==> config.mk <==
export PLATFORM = sky130hd
export DESIGN_NAME = traffic_light_controller_top
export DESIGN_NICKNAME = d
export VERILOG_FILES = /design/src/hw/rtl/tlc_pkg.sv /design/src/hw/rtl/traffic_light_controller_top.sv
export SDC_FILE = /design/constraint.sdc
export NUM_CORES = 1
export LEC_CHECK = 0
export BUFFER_PORTS_ARGS = -buffer_cell sky130_fd_sc_hd__buf_2
export CORE_MARGIN = 2
export CORE_UTILIZATION = 40
export DETAILED_ROUTE_END_ITERATION = 16
export PLACE_DENSITY = 0.6
export SYNTH_ARGS = -nofsm -noshare
export SYNTH_HDL_FRONTEND = slang
export SYNTH_SLANG_ARGS = --single-unit
==> constraint.sdc <==
create_clock -name clk -period 17 [get_ports clk]
set_input_delay 3.4 -clock clk [delete_from_list [all_inputs] [get_ports clk]]
set_output_delay 3.4 -clock clk [all_outputs]
set_load 0.02 [all_outputs]
==> src/hw/rtl/tlc_pkg.sv <==
// Shared constants for the traffic light controller: command codes,
// register indexes, register reset values and field widths.
// No dependencies.
package tlc_pkg;

    localparam int CmdW    = 2;
    localparam int CountW  = 8;
    localparam int TotalW  = 32;
    localparam int CfgIdxW = 3;
    localparam int CfgW    = 8;
    localparam int GreenW  = 7;

    // Command codes carried by the cmd field
    localparam logic [CmdW-1:0] CMD_TICK   = 2'd0;
    localparam logic [CmdW-1:0] CMD_ARRIVE = 2'd1;
    localparam logic [CmdW-1:0] CMD_TOGGLE = 2'd2;

    // Register indexes on the configuration port
    localparam logic [CfgIdxW-1:0] REG_GREEN_TICKS    = 3'd0;
    localparam logic [CfgIdxW-1:0] REG_YELLOW_TICKS   = 3'd1;
    localparam logic [CfgIdxW-1:0] REG_RED_TICKS      = 3'd2;
    localparam logic [CfgIdxW-1:0] REG_BUSY_EXTENSION = 3'd3;
    localparam logic [CfgIdxW-1:0] REG_BUSY_THRESHOLD = 3'd4;
    localparam logic [CfgIdxW-1:0] REG_PASS_PER_TICK  = 3'd5;

    // Register reset values
    localparam logic [GreenW-1:0] GREEN_TICKS_RST    = 7'd5;
    localparam logic [CountW-1:0] YELLOW_TICKS_RST   = 8'd2;
    localparam logic [CountW-1:0] RED_TICKS_RST      = 8'd4;
    localparam logic [GreenW-1:0] BUSY_EXTENSION_RST = 7'd2;
    localparam logic [CountW-1:0] BUSY_THRESHOLD_RST = 8'd6;
    localparam logic [CountW-1:0] PASS_PER_TICK_RST  = 8'd2;

endpackage

==> src/hw/rtl/traffic_light_controller_top.sv <==
// Traffic light controller: one command word in, one status word out per command.
// One input register stage; the state registers drive the result ports directly.
// Depends on tlc_pkg.
//
// One command word is taken per clock while in_stall is low; it passes the input
// register, and its status word is held in the state registers. The whole update
// (queue drain, busy compare, phase countdown) is one pass of logic between them.
// While a status word waits under out_stall the state holds, and one more command
// can sit in the input register. Configuration writes are always ready and apply
// to the next command that uses them; write them only while the block is idle.
module traffic_light_controller_top (
    input  logic                        clk,
    input  logic                        rst_n,
    input  logic                        in_valid,
    output logic                        in_stall,
    input  logic [tlc_pkg::CmdW-1:0]    cmd,
    input  logic [tlc_pkg::CountW-1:0]  car_count,
    output logic                        out_valid,
    input  logic                        out_stall,
    output logic [1:0]                  light_color,
    output logic [tlc_pkg::CountW-1:0]  ticks_remaining,
    output logic [tlc_pkg::CountW-1:0]  queue_count,
    output logic [tlc_pkg::TotalW-1:0]  passed_total,
    output logic [tlc_pkg::TotalW-1:0]  tick_total,
    output logic                        night_mode,
    output logic                        busy_flag,
    output logic                        blink_lamp,
    input  logic                        cfg_valid,
    output logic                        cfg_ready,
    input  logic [tlc_pkg::CfgIdxW-1:0] cfg_index,
    input  logic [tlc_pkg::CfgW-1:0]    cfg_data
);
    import tlc_pkg::*;

    typedef enum logic [1:0] {
        COLOR_GREEN  = 2'd0,
        COLOR_YELLOW = 2'd1,
        COLOR_RED    = 2'd2
    } color_t;

    // configuration registers
    logic [GreenW-1:0] green_ticks_reg;
    logic [CountW-1:0] yellow_ticks_reg;
    logic [CountW-1:0] red_ticks_reg;
    logic [GreenW-1:0] busy_extension_reg;
    logic [CountW-1:0] busy_threshold_reg;
    logic [CountW-1:0] pass_per_tick_reg;

    // input stage
    logic              in_full_reg;
    logic [CmdW-1:0]   cmd_reg;
    logic [CountW-1:0] car_count_reg;

    // controller state, also the result word
    color_t            color_reg, color_next;
    logic [CountW-1:0] phase_reg, phase_next;
    logic [CountW-1:0] waiting_reg, waiting_next;
    logic [TotalW-1:0] passed_reg, passed_next;
    logic [TotalW-1:0] elapsed_reg, elapsed_next;
    logic              night_reg, night_next;
    logic              busy_reg, busy_next;
    logic              blink_reg, blink_next;
    logic              out_valid_reg;

    logic              advance;
    logic [CountW-1:0] go;
    logic [CountW-1:0] drained;
    logic [CountW:0]   arrive_sum;
    logic [CountW-1:0] arrived;
    logic [CountW-1:0] green_len;

    assign advance   = in_full_reg && (!out_valid_reg || !out_stall);
    assign in_stall  = in_full_reg && !advance;
    assign cfg_ready = 1'b1;

    assign out_valid       = out_valid_reg;
    assign light_color     = color_reg;
    assign ticks_remaining = phase_reg;
    assign queue_count     = waiting_reg;
    assign passed_total    = passed_reg;
    assign tick_total      = elapsed_reg;
    assign night_mode      = night_reg;
    assign busy_flag       = busy_reg;
    assign blink_lamp      = blink_reg;

    always_comb
    begin
        color_next   = color_reg;
        phase_next   = phase_reg;
        waiting_next = waiting_reg;
        passed_next  = passed_reg;
        elapsed_next = elapsed_reg;
        night_next   = night_reg;
        busy_next    = busy_reg;
        blink_next   = blink_reg;

        go         = (waiting_reg < pass_per_tick_reg) ? waiting_reg : pass_per_tick_reg;
        drained    = (color_reg == COLOR_GREEN) ? (waiting_reg - go) : waiting_reg;
        arrive_sum = {1'b0, waiting_reg} + {1'b0, car_count_reg};
        arrived    = arrive_sum[CountW] ? {CountW{1'b1}} : arrive_sum[CountW-1:0];
        green_len  = {1'b0, green_ticks_reg}
                   + ((drained > busy_threshold_reg) ? {1'b0, busy_extension_reg}
                                                     : {CountW{1'b0}});

        case (cmd_reg)
            CMD_TICK:
            begin
                elapsed_next = elapsed_reg + TotalW'(1);
                if (night_reg)
                begin
                    blink_next = !blink_reg;
                end
                else
                begin
                    if (color_reg == COLOR_GREEN)
                    begin
                        passed_next = passed_reg + {{(TotalW-CountW){1'b0}}, go};
                    end
                    waiting_next = drained;
                    busy_next    = drained > busy_threshold_reg;
                    if (phase_reg <= 8'd1)
                    begin
                        case (color_reg)
                            COLOR_GREEN:
                            begin
                                color_next = COLOR_YELLOW;
                                phase_next = yellow_ticks_reg;
                            end
                            COLOR_YELLOW:
                            begin
                                color_next = COLOR_RED;
                                phase_next = red_ticks_reg;
                            end
                            default:
                            begin
                                // green length uses the busy flag just computed
                                color_next = COLOR_GREEN;
                                phase_next = green_len;
                            end
                        endcase
                    end
                    else
                    begin
                        phase_next = phase_reg - 8'd1;
                    end
                end
            end
            CMD_ARRIVE:
            begin
                if (car_count_reg != '0)
                begin
                    waiting_next = arrived;
                    if (arrived > busy_threshold_reg)
                    begin
                        busy_next = 1'b1;
                    end
                end
            end
            CMD_TOGGLE:
            begin
                night_next = !night_reg;
                blink_next = !night_reg;
                if (night_reg)
                begin
                    color_next = COLOR_RED;
                    phase_next = red_ticks_reg;
                end
            end
            default:
            begin
                // unused command: status word repeats the state
            end
        endcase
    end

    always_ff @(posedge clk or negedge rst_n)
    begin
        if (!rst_n)
        begin
            green_ticks_reg    <= GREEN_TICKS_RST;
            yellow_ticks_reg   <= YELLOW_TICKS_RST;
            red_ticks_reg      <= RED_TICKS_RST;
            busy_extension_reg <= BUSY_EXTENSION_RST;
            busy_threshold_reg <= BUSY_THRESHOLD_RST;
            pass_per_tick_reg  <= PASS_PER_TICK_RST;
        end
        else if (cfg_valid && cfg_ready)
        begin
            case (cfg_index)
                REG_GREEN_TICKS:    green_ticks_reg    <= cfg_data[GreenW-1:0];
                REG_YELLOW_TICKS:   yellow_ticks_reg   <= cfg_data;
                REG_RED_TICKS:      red_ticks_reg      <= cfg_data;
                REG_BUSY_EXTENSION: busy_extension_reg <= cfg_data[GreenW-1:0];
                REG_BUSY_THRESHOLD: busy_threshold_reg <= cfg_data;
                REG_PASS_PER_TICK:  pass_per_tick_reg  <= cfg_data;
                default:
                begin
                end
            endcase
        end
    end

    // input register: load when empty or when its word moves on
    always_ff @(posedge clk or negedge rst_n)
    begin
        if (!rst_n)
        begin
            in_full_reg <= 1'b0;
        end
        else if (!in_stall)
        begin
            in_full_reg <= in_valid;
        end
    end

    always_ff @(posedge clk)
    begin
        if (in_valid && !in_stall)
        begin
            cmd_reg       <= cmd;
            car_count_reg <= car_count;
        end
    end

    always_ff @(posedge clk or negedge rst_n)
    begin
        if (!rst_n)
        begin
            color_reg     <= COLOR_RED;
            phase_reg     <= RED_TICKS_RST;
            waiting_reg   <= '0;
            passed_reg    <= '0;
            elapsed_reg   <= '0;
            night_reg     <= 1'b0;
            busy_reg      <= 1'b0;
            blink_reg     <= 1'b0;
            out_valid_reg <= 1'b0;
        end
        else
        begin
            if (advance)
            begin
                color_reg   <= color_next;
                phase_reg   <= phase_next;
                waiting_reg <= waiting_next;
                passed_reg  <= passed_next;
                elapsed_reg <= elapsed_next;
                night_reg   <= night_next;
                busy_reg    <= busy_next;
                blink_reg   <= blink_next;
            end
            if (advance)
            begin
                out_valid_reg <= 1'b1;
            end
            else if (!out_stall)
            begin
                out_valid_reg <= 1'b0;
            end
        end
    end

    a_advance_gives_word: assert property (@(posedge clk) disable iff (!rst_n)
        advance |=> out_valid)
        else $error("processed command produced no status word");

    a_state_holds_when_stalled: assert property (@(posedge clk) disable iff (!rst_n)
        (out_valid && out_stall) |=> ($stable(waiting_reg) && $stable(phase_reg)
                                      && $stable(elapsed_reg)))
        else $error("state moved under a stalled status word");

    a_tick_counts: assert property (@(posedge clk) disable iff (!rst_n)
        (advance && cmd_reg == CMD_TICK)
        |=> (elapsed_reg == $past(elapsed_reg) + TotalW'(1)))
        else $error("tick total did not step on a tick");

    a_enter_night: assert property (@(posedge clk) disable iff (!rst_n)
        (advance && cmd_reg == CMD_TOGGLE && !night_reg) |=> (night_reg && blink_reg))
        else $error("entering night mode did not light the blink lamp");

    a_leave_night_red: assert property (@(posedge clk) disable iff (!rst_n)
        (advance && cmd_reg == CMD_TOGGLE && night_reg)
        |=> (color_reg == COLOR_RED && !blink_reg))
        else $error("leaving night mode did not force red");

endmodule
Yosys cells after proc, flatten, opt, wreduce, memory -nomap -nowiden --
Cells that the tools add are included.
Storage, ports and cells: flip-flop bits (word level) 143, input bits 26, output and inout bits 88, word-level logic and storage cells 99
Cells by class: add/sub/neg operators 6, magnitude comparators 4, equality and inequality tests 15, multiplexer cells 25, bitwise gates (word level) 1, reduce and logical (&&, ||, !) cells 30
Operator list (number):
- two-way mux 8 bit | 8
- one-hot mux 8 bit (2 select lines) | 3
- adder 32 x 1 -> 32 bit (second input constant) | 1
- adder 32 x 8 -> 32 bit | 1
- greater-than comparator 8 bit | 2
- AND reduction 2 bit | 8
- != test 2 bit (second input constant) | 6
- AND reduction 4 bit | 3
- AND reduction 5 bit | 2
- adder 8 x 8 -> 9 bit | 1
- adder 7 x 7 -> 8 bit | 1
- <= comparator 8 x 1 -> 1 bit (second input constant) | 1
- less-than comparator 8 bit | 1
- one-hot mux 2 bit (2 select lines) | 2
- nonzero test 8 bit | 1
- subtractor 8 x 1 -> 8 bit (second input constant) | 1
- subtractor 8 bit | 1
- two-way mux 7 bit | 1
- equality test 3 x 2 -> 1 bit (second input constant) | 2
- equality test 3 bit (second input constant) | 2
- logical NOT 1 bit | 6
- two-way mux 1 bit | 6
- two-way mux 2 bit | 3
- equality test 2 x 1 -> 1 bit (second input constant) | 2
- 11 further kinds | 16

Longest topological paths before layout --
depth after elaboration 11, mapped depth 33, mapped depth without buffers 32

Least setup slack after synthesis --
OpenSTA, ideal clock, no wires.
path kind input-to-output, start point input port out_stall, end point output port in_stall, arrival time 3.651 ns, required time 13.600 ns, path slack 9.949 ns, stages 2, buffers on the path 0, path through nand3_1 -> inv_1
Between the ends: longest elaborated chain between the ends 5
Ends and longest elaborated chain:
- start, declared | RTL line traffic_light_controller_top.sv:19 | input logic out_stall,
- logical NOT 1 bit
- logical OR 1 bit | RTL line traffic_light_controller_top.sv:72 | assign advance = in_full_reg && (!out_valid_reg || !out_stall);
- logical AND 1 bit | RTL line traffic_light_controller_top.sv:72
- logical NOT 1 bit | RTL line traffic_light_controller_top.sv:73 | assign in_stall = in_full_reg && !advance;
- logical AND 1 bit | RTL line traffic_light_controller_top.sv:73
- end, declared | RTL line traffic_light_controller_top.sv:15 | output logic in_stall,
Every way passes these cells.

Final worst setup path --
start point register waiting_reg[7], in the netlist queue_count[7], end point register phase_reg[5], in the netlist ticks_remaining[5]
Between the ends: longest elaborated chain between the ends 11
Ends and longest elaborated chain:
- start, declared | RTL line traffic_light_controller_top.sv:57 | logic [CountW-1:0] waiting_reg, waiting_next;
- start signal, assigned | RTL line traffic_light_controller_top.sv:245 | waiting_reg <= waiting_next;
- less-than comparator 8 bit | RTL line traffic_light_controller_top.sv:97 | go = (waiting_reg < pass_per_tick_reg) ? waiting_reg : pass_per_tick_reg;
- two-way mux 8 bit | RTL line traffic_light_controller_top.sv:97
- subtractor 8 bit | RTL line traffic_light_controller_top.sv:98 | drained = (color_reg == COLOR_GREEN) ? (waiting_reg - go) : waiting_reg;
- two-way mux 8 bit (*) | RTL line traffic_light_controller_top.sv:98
- greater-than comparator 8 bit (*) | RTL line traffic_light_controller_top.sv:102 | + ((drained > busy_threshold_reg) ? {1'b0, busy_extension_reg}
- two-way mux 7 bit (*) | RTL line traffic_light_controller_top.sv:102
- adder 7 x 7 -> 8 bit (*) | RTL line traffic_light_controller_top.sv:102
- one-hot mux 8 bit (2 select lines) (*) | RTL line traffic_light_controller_top.sv:123 | case (color_reg)
- two-way mux 8 bit (*) | RTL line traffic_light_controller_top.sv:121 | if (phase_reg <= 8'd1)
- two-way mux 8 bit (*) | RTL line traffic_light_controller_top.sv:109 | if (night_reg)
- one-hot mux 8 bit (2 select lines) (*) | RTL line traffic_light_controller_top.sv:105 | case (cmd_reg)
- end signal, assigned | RTL line traffic_light_controller_top.sv:244 | phase_reg <= phase_next;
- end, declared | RTL line traffic_light_controller_top.sv:56 | logic [CountW-1:0] phase_reg, phase_next;
Every way passes the cells marked *; elsewhere a longest branch is shown, timed or not. The select of a mux whose other input is x is not followed. A chain may end at the register's enable or synchronous reset.

==> summary.txt <==
GRT
  • Number of global-route vias before repair: about 6,300
  • First-pass GRT wire length: 33,500 um
  • Routing usage on met1: 26.5%
  • Antenna violations before repair: 3
  • Remaining global-route overflow: 0
  • Grt met3 use: 5.23%
  • Met2 track demand over resource: a little under a third
  • Total Routing Usage GR: between 10% and 20%
  • Pin count of the biggest net entering global routing: 72
  • Top Usage Layer GRT: met2

Synthesis
  • Commonest register cell after synthesis: dfrtp_1
  • FFs w/ async S/R, synth: between 90% and 100%
  • Area of the mapped netlist: between 8000 and 9000 um^2
  • Net count after synthesis: roughly 900
  • Mean cell area of the mapped netlist: 9.98 um^2
  • Number of cells produced by synthesis: between 800 and 900
  • Post-synth top area share: ~37%
  • Most area-consuming cells after synthesis: dfrtp_1 37%, ha_1 8.4%, mux2_2 5.9%
  • Most area-hungry cell type in the Yosys netlist: dfrtp_1
  • Unique masters post-synth: between 70 and 80
  • Top-count cell post-synth: dfrtp_1
  • Synth top cells by count: 123 x dfrtp_1, 82 x nand2_1, 60 x o21ai_0
  • Sequential-to-total area share from yosys stat: between 40 and 50%
  • Number of synthesized flops with an enable pin: 10
  • Number of warning messages in the yosys log: 0
  • Number of register bits inferred by synthesis: around 140

Critical path
  • Startpoint class of the critical path: flip-flop
  • CP endpoint kind: flip-flop
  • Critical path start-end classification: reg2reg
  • CP Data Arrival Time: ~7600 ps
  • Required time at the worst-slack endpoint: between 15,000 and 20,000 ps
  • Reg2reg path depth: 26
  • Maximum fanout along the worst path: 12

CTS
  • CTS H-tree depth: 4
  • TritonCTS buffer count: 17
  • Number of sinks handled by clock tree synthesis: 143
  • Source-to-sink clock delay at the later pin of the worst-skew pair: 430 ps
  • Buffer cell driving the clock tree root: clkbuf_16
  • Buffer depth of the longest clock path: 2
  • Clock-pin slew of the registers on the worst-case setup and hold paths: about 70 ps
  • Clock tree from TritonCTS: yes
  • Total setup buffers inserted after CTS: 0
  • Post-cts repair resize count: 0
  • CTS Hold Buffers Added: 0

Timing
  • Transition time at the pin with the least slew margin: about 890 ps
  • Final setup violation count: 0
  • Final setup slack of the worst path: roughly 10000 ps
  • Final count of hold timing violations: 0
  • Shortest clock period the worst path allows after layout: ~7300 ps
  • Total count of max-transition violations in the final report: 0
  • Setup skew after layout: 13.2 ps
  • Final TNS setup: 0 ps
  • WHS: between 400 and 500 ps
  • Unrepaired setup endpoints after global routing: false
  • Slew Limit Headroom: 40.7%
  • Peak clock frequency supported by timing: approximately 0.14 GHz
  • Share of the cycle needed by the critical path after routing: between 40% and 50%

Drt
  • Count of TritonRoute iterations in the first routing pass: 5
  • Avg WL per Cell: 16.4 um
  • Iter 0 DRT Violations: roughly 320
  • DRC violations left: 0
  • Antenna viol nets, final: 0
  • Total via count after detailed routing: approximately 6,500
  • WL final: approximately 20,000 um
  • Number of vias per cell: about 5.2

Die
  • Starting Density: between 40 and 50%
  • Die Wd: roughly 150 um
  • Die boundary height: about 150 um
  • Core outline area: approximately 20,000 um^2
  • Number of rows in the core area: 52
  • Ports: 114
  • Die area: approximately 22,000 um^2

Placement
  • RD Place Congestion: between 0.7 and 0.8
  • DP Wirelength: approximately 15,000 um
  • Count of input and output buffers: about 110
  • Placed Cells: around 1,200
  • Post-placement cell area: 9240 um^2
  • Setup slack at placement: 9740 ps

Finish
  • Filler instances: 1,975
  • Utilization of the core after routing: about 48%
  • Layout cell share with drive strength beyond 1: 23.4%
  • Synth-to-Final Area Change: 17.2%
  • Final instance count without filler cells: around 1,200
  • Post-route cell area: between 9000 and 10,000 um^2
  • NumNets Final: between 1,000 and 1,500
  • Area of combinational cells with multiple inputs: roughly 4500 um^2
  • Sequential cell area in the final layout: around 3600 um^2

Power
  • Switching part of the total power: around 43%
  • Leak pwr: between 4 and 5 nW
  • Cell-internal power: just under 1 mW
  • Worst IR drop on VDD: approximately 0.07 mV
  • Total Power: 1.69 mW
  • Power per Cell Area: between 150 and 200 nW/um^2
  • Sequential power share: 28.8%
  • Clock network fraction of total power: between 20% and 30%
  • Net load switching power: 0.722 mW
  • Combinational cell fraction of total power: around 50%

Run
  • Max Cap Violations: 0

Status
  • Run status: complete, no violations

Hold path
  • Hold-critical path depth: 1
  • Class of the worst hold path: reg2reg
[power groups by stage]
stage          sequential [mW]  combinational [mW]  clock, mW
4_1_cts                  0.489               0.831      0.387
5_1_grt                  0.500               0.946      0.400
3_3_place_gp             0.493               0.816          0
3_5_place_dp             0.494               0.824          0
2_1_floorplan            0.508               0.589          0
6_report                 0.488               0.829      0.376
[cell type report]
type,instances,share of cell area [%]
well taps,270,3.44
clock inverters,15,1.64
clock buffers,17,4.33
inverters,46,1.76
multi-input cells,628,45.6
flip-flops and latches,143,37.0
diodes,2,0.0509
repair buffers,117,6.15
[cells in the final DEF, fill, tap and decap left out, drive strengths merged, types with 11 or more instances in the layout]
master,netlist,layout
xnor2,44,44
a21o,11,11
inv,45,56
nand3,39,39
clkbuf,18,17
o21ai,60,60
mux2,44,44
xor2,27,27
dfrtp,123,123
nor2b,12,12
nand4,11,11
buf,5,117
o21a,12,12
nor3,18,18
nand2,83,83
o22ai,11,11
nor2,50,50
and3,12,12
a21oi,31,31
ha,56,56
[kinds of logic (layout without fill, tap and decap cells)]
logic type	after synthesis	after routing	synth area share, %
xor+xnor	71	71	7.41
fa+ha+maj	60	60	9.31
compound gates	177	177	13.4
mux	51	51	6.74
simple gates	268	268	16.5
buf+inv	69	195	3.21
flops	143	143	43.4
other cells	1	3	0.0447
[critical path, cell delays in order (launching register included)]
cell       delay (ps)
dfrtp_1           510
ha_1              380
nand4_1           110
o31ai_1           740
buf_4             300
mux2_2            190
inv_1              50
ha_1              230
or4_1             520
o22ai_1           450
nor2_1            110
a221o_1           360
a21oi_1           170
ha_1              270
and3_1            200
nand4_1            80
o21ai_0            70
a21oi_1           450
nand2_1           180
inv_1              80
ha_1              220
a21o_1            180
a21oi_1           220
nor2b_1           110
a2111oi_0         600
o211ai_1          150
a32o_1            250
[worst paths after layout]
check | start | to | slack [ps]
worst max-delay path | queue_count[7]$_DFFE_PN0P_ | ticks_remaining[5]$_DFFE_PN0P_ | 9730
worst min-delay path | tick_total[31]$_DFFE_PN0P_ | tick_total[31]$_DFFE_PN0P_ | 460
worst max register to register | queue_count[7]$_DFFE_PN0P_ | ticks_remaining[5]$_DFFE_PN0P_ | 9730
worst min register to register | tick_total[31]$_DFFE_PN0P_ | tick_total[31]$_DFFE_PN0P_ | 460
max in group asynchronous | rst_n | yellow_ticks_reg[3]$_DFFE_PN0P_ | 12670
min in group asynchronous | rst_n | queue_count[1]$_DFFE_PN0P_ | 2980
[layer usage]
metal | share of wire (%) | wire (um)
met5 | 0.064 | 13
met4 | 1.1 | 226
met3 | 5.8 | 1170
met2 | 46 | 9400
met1 | 47 | 9530
No activity file was read; power rests on OpenSTA's default activity.
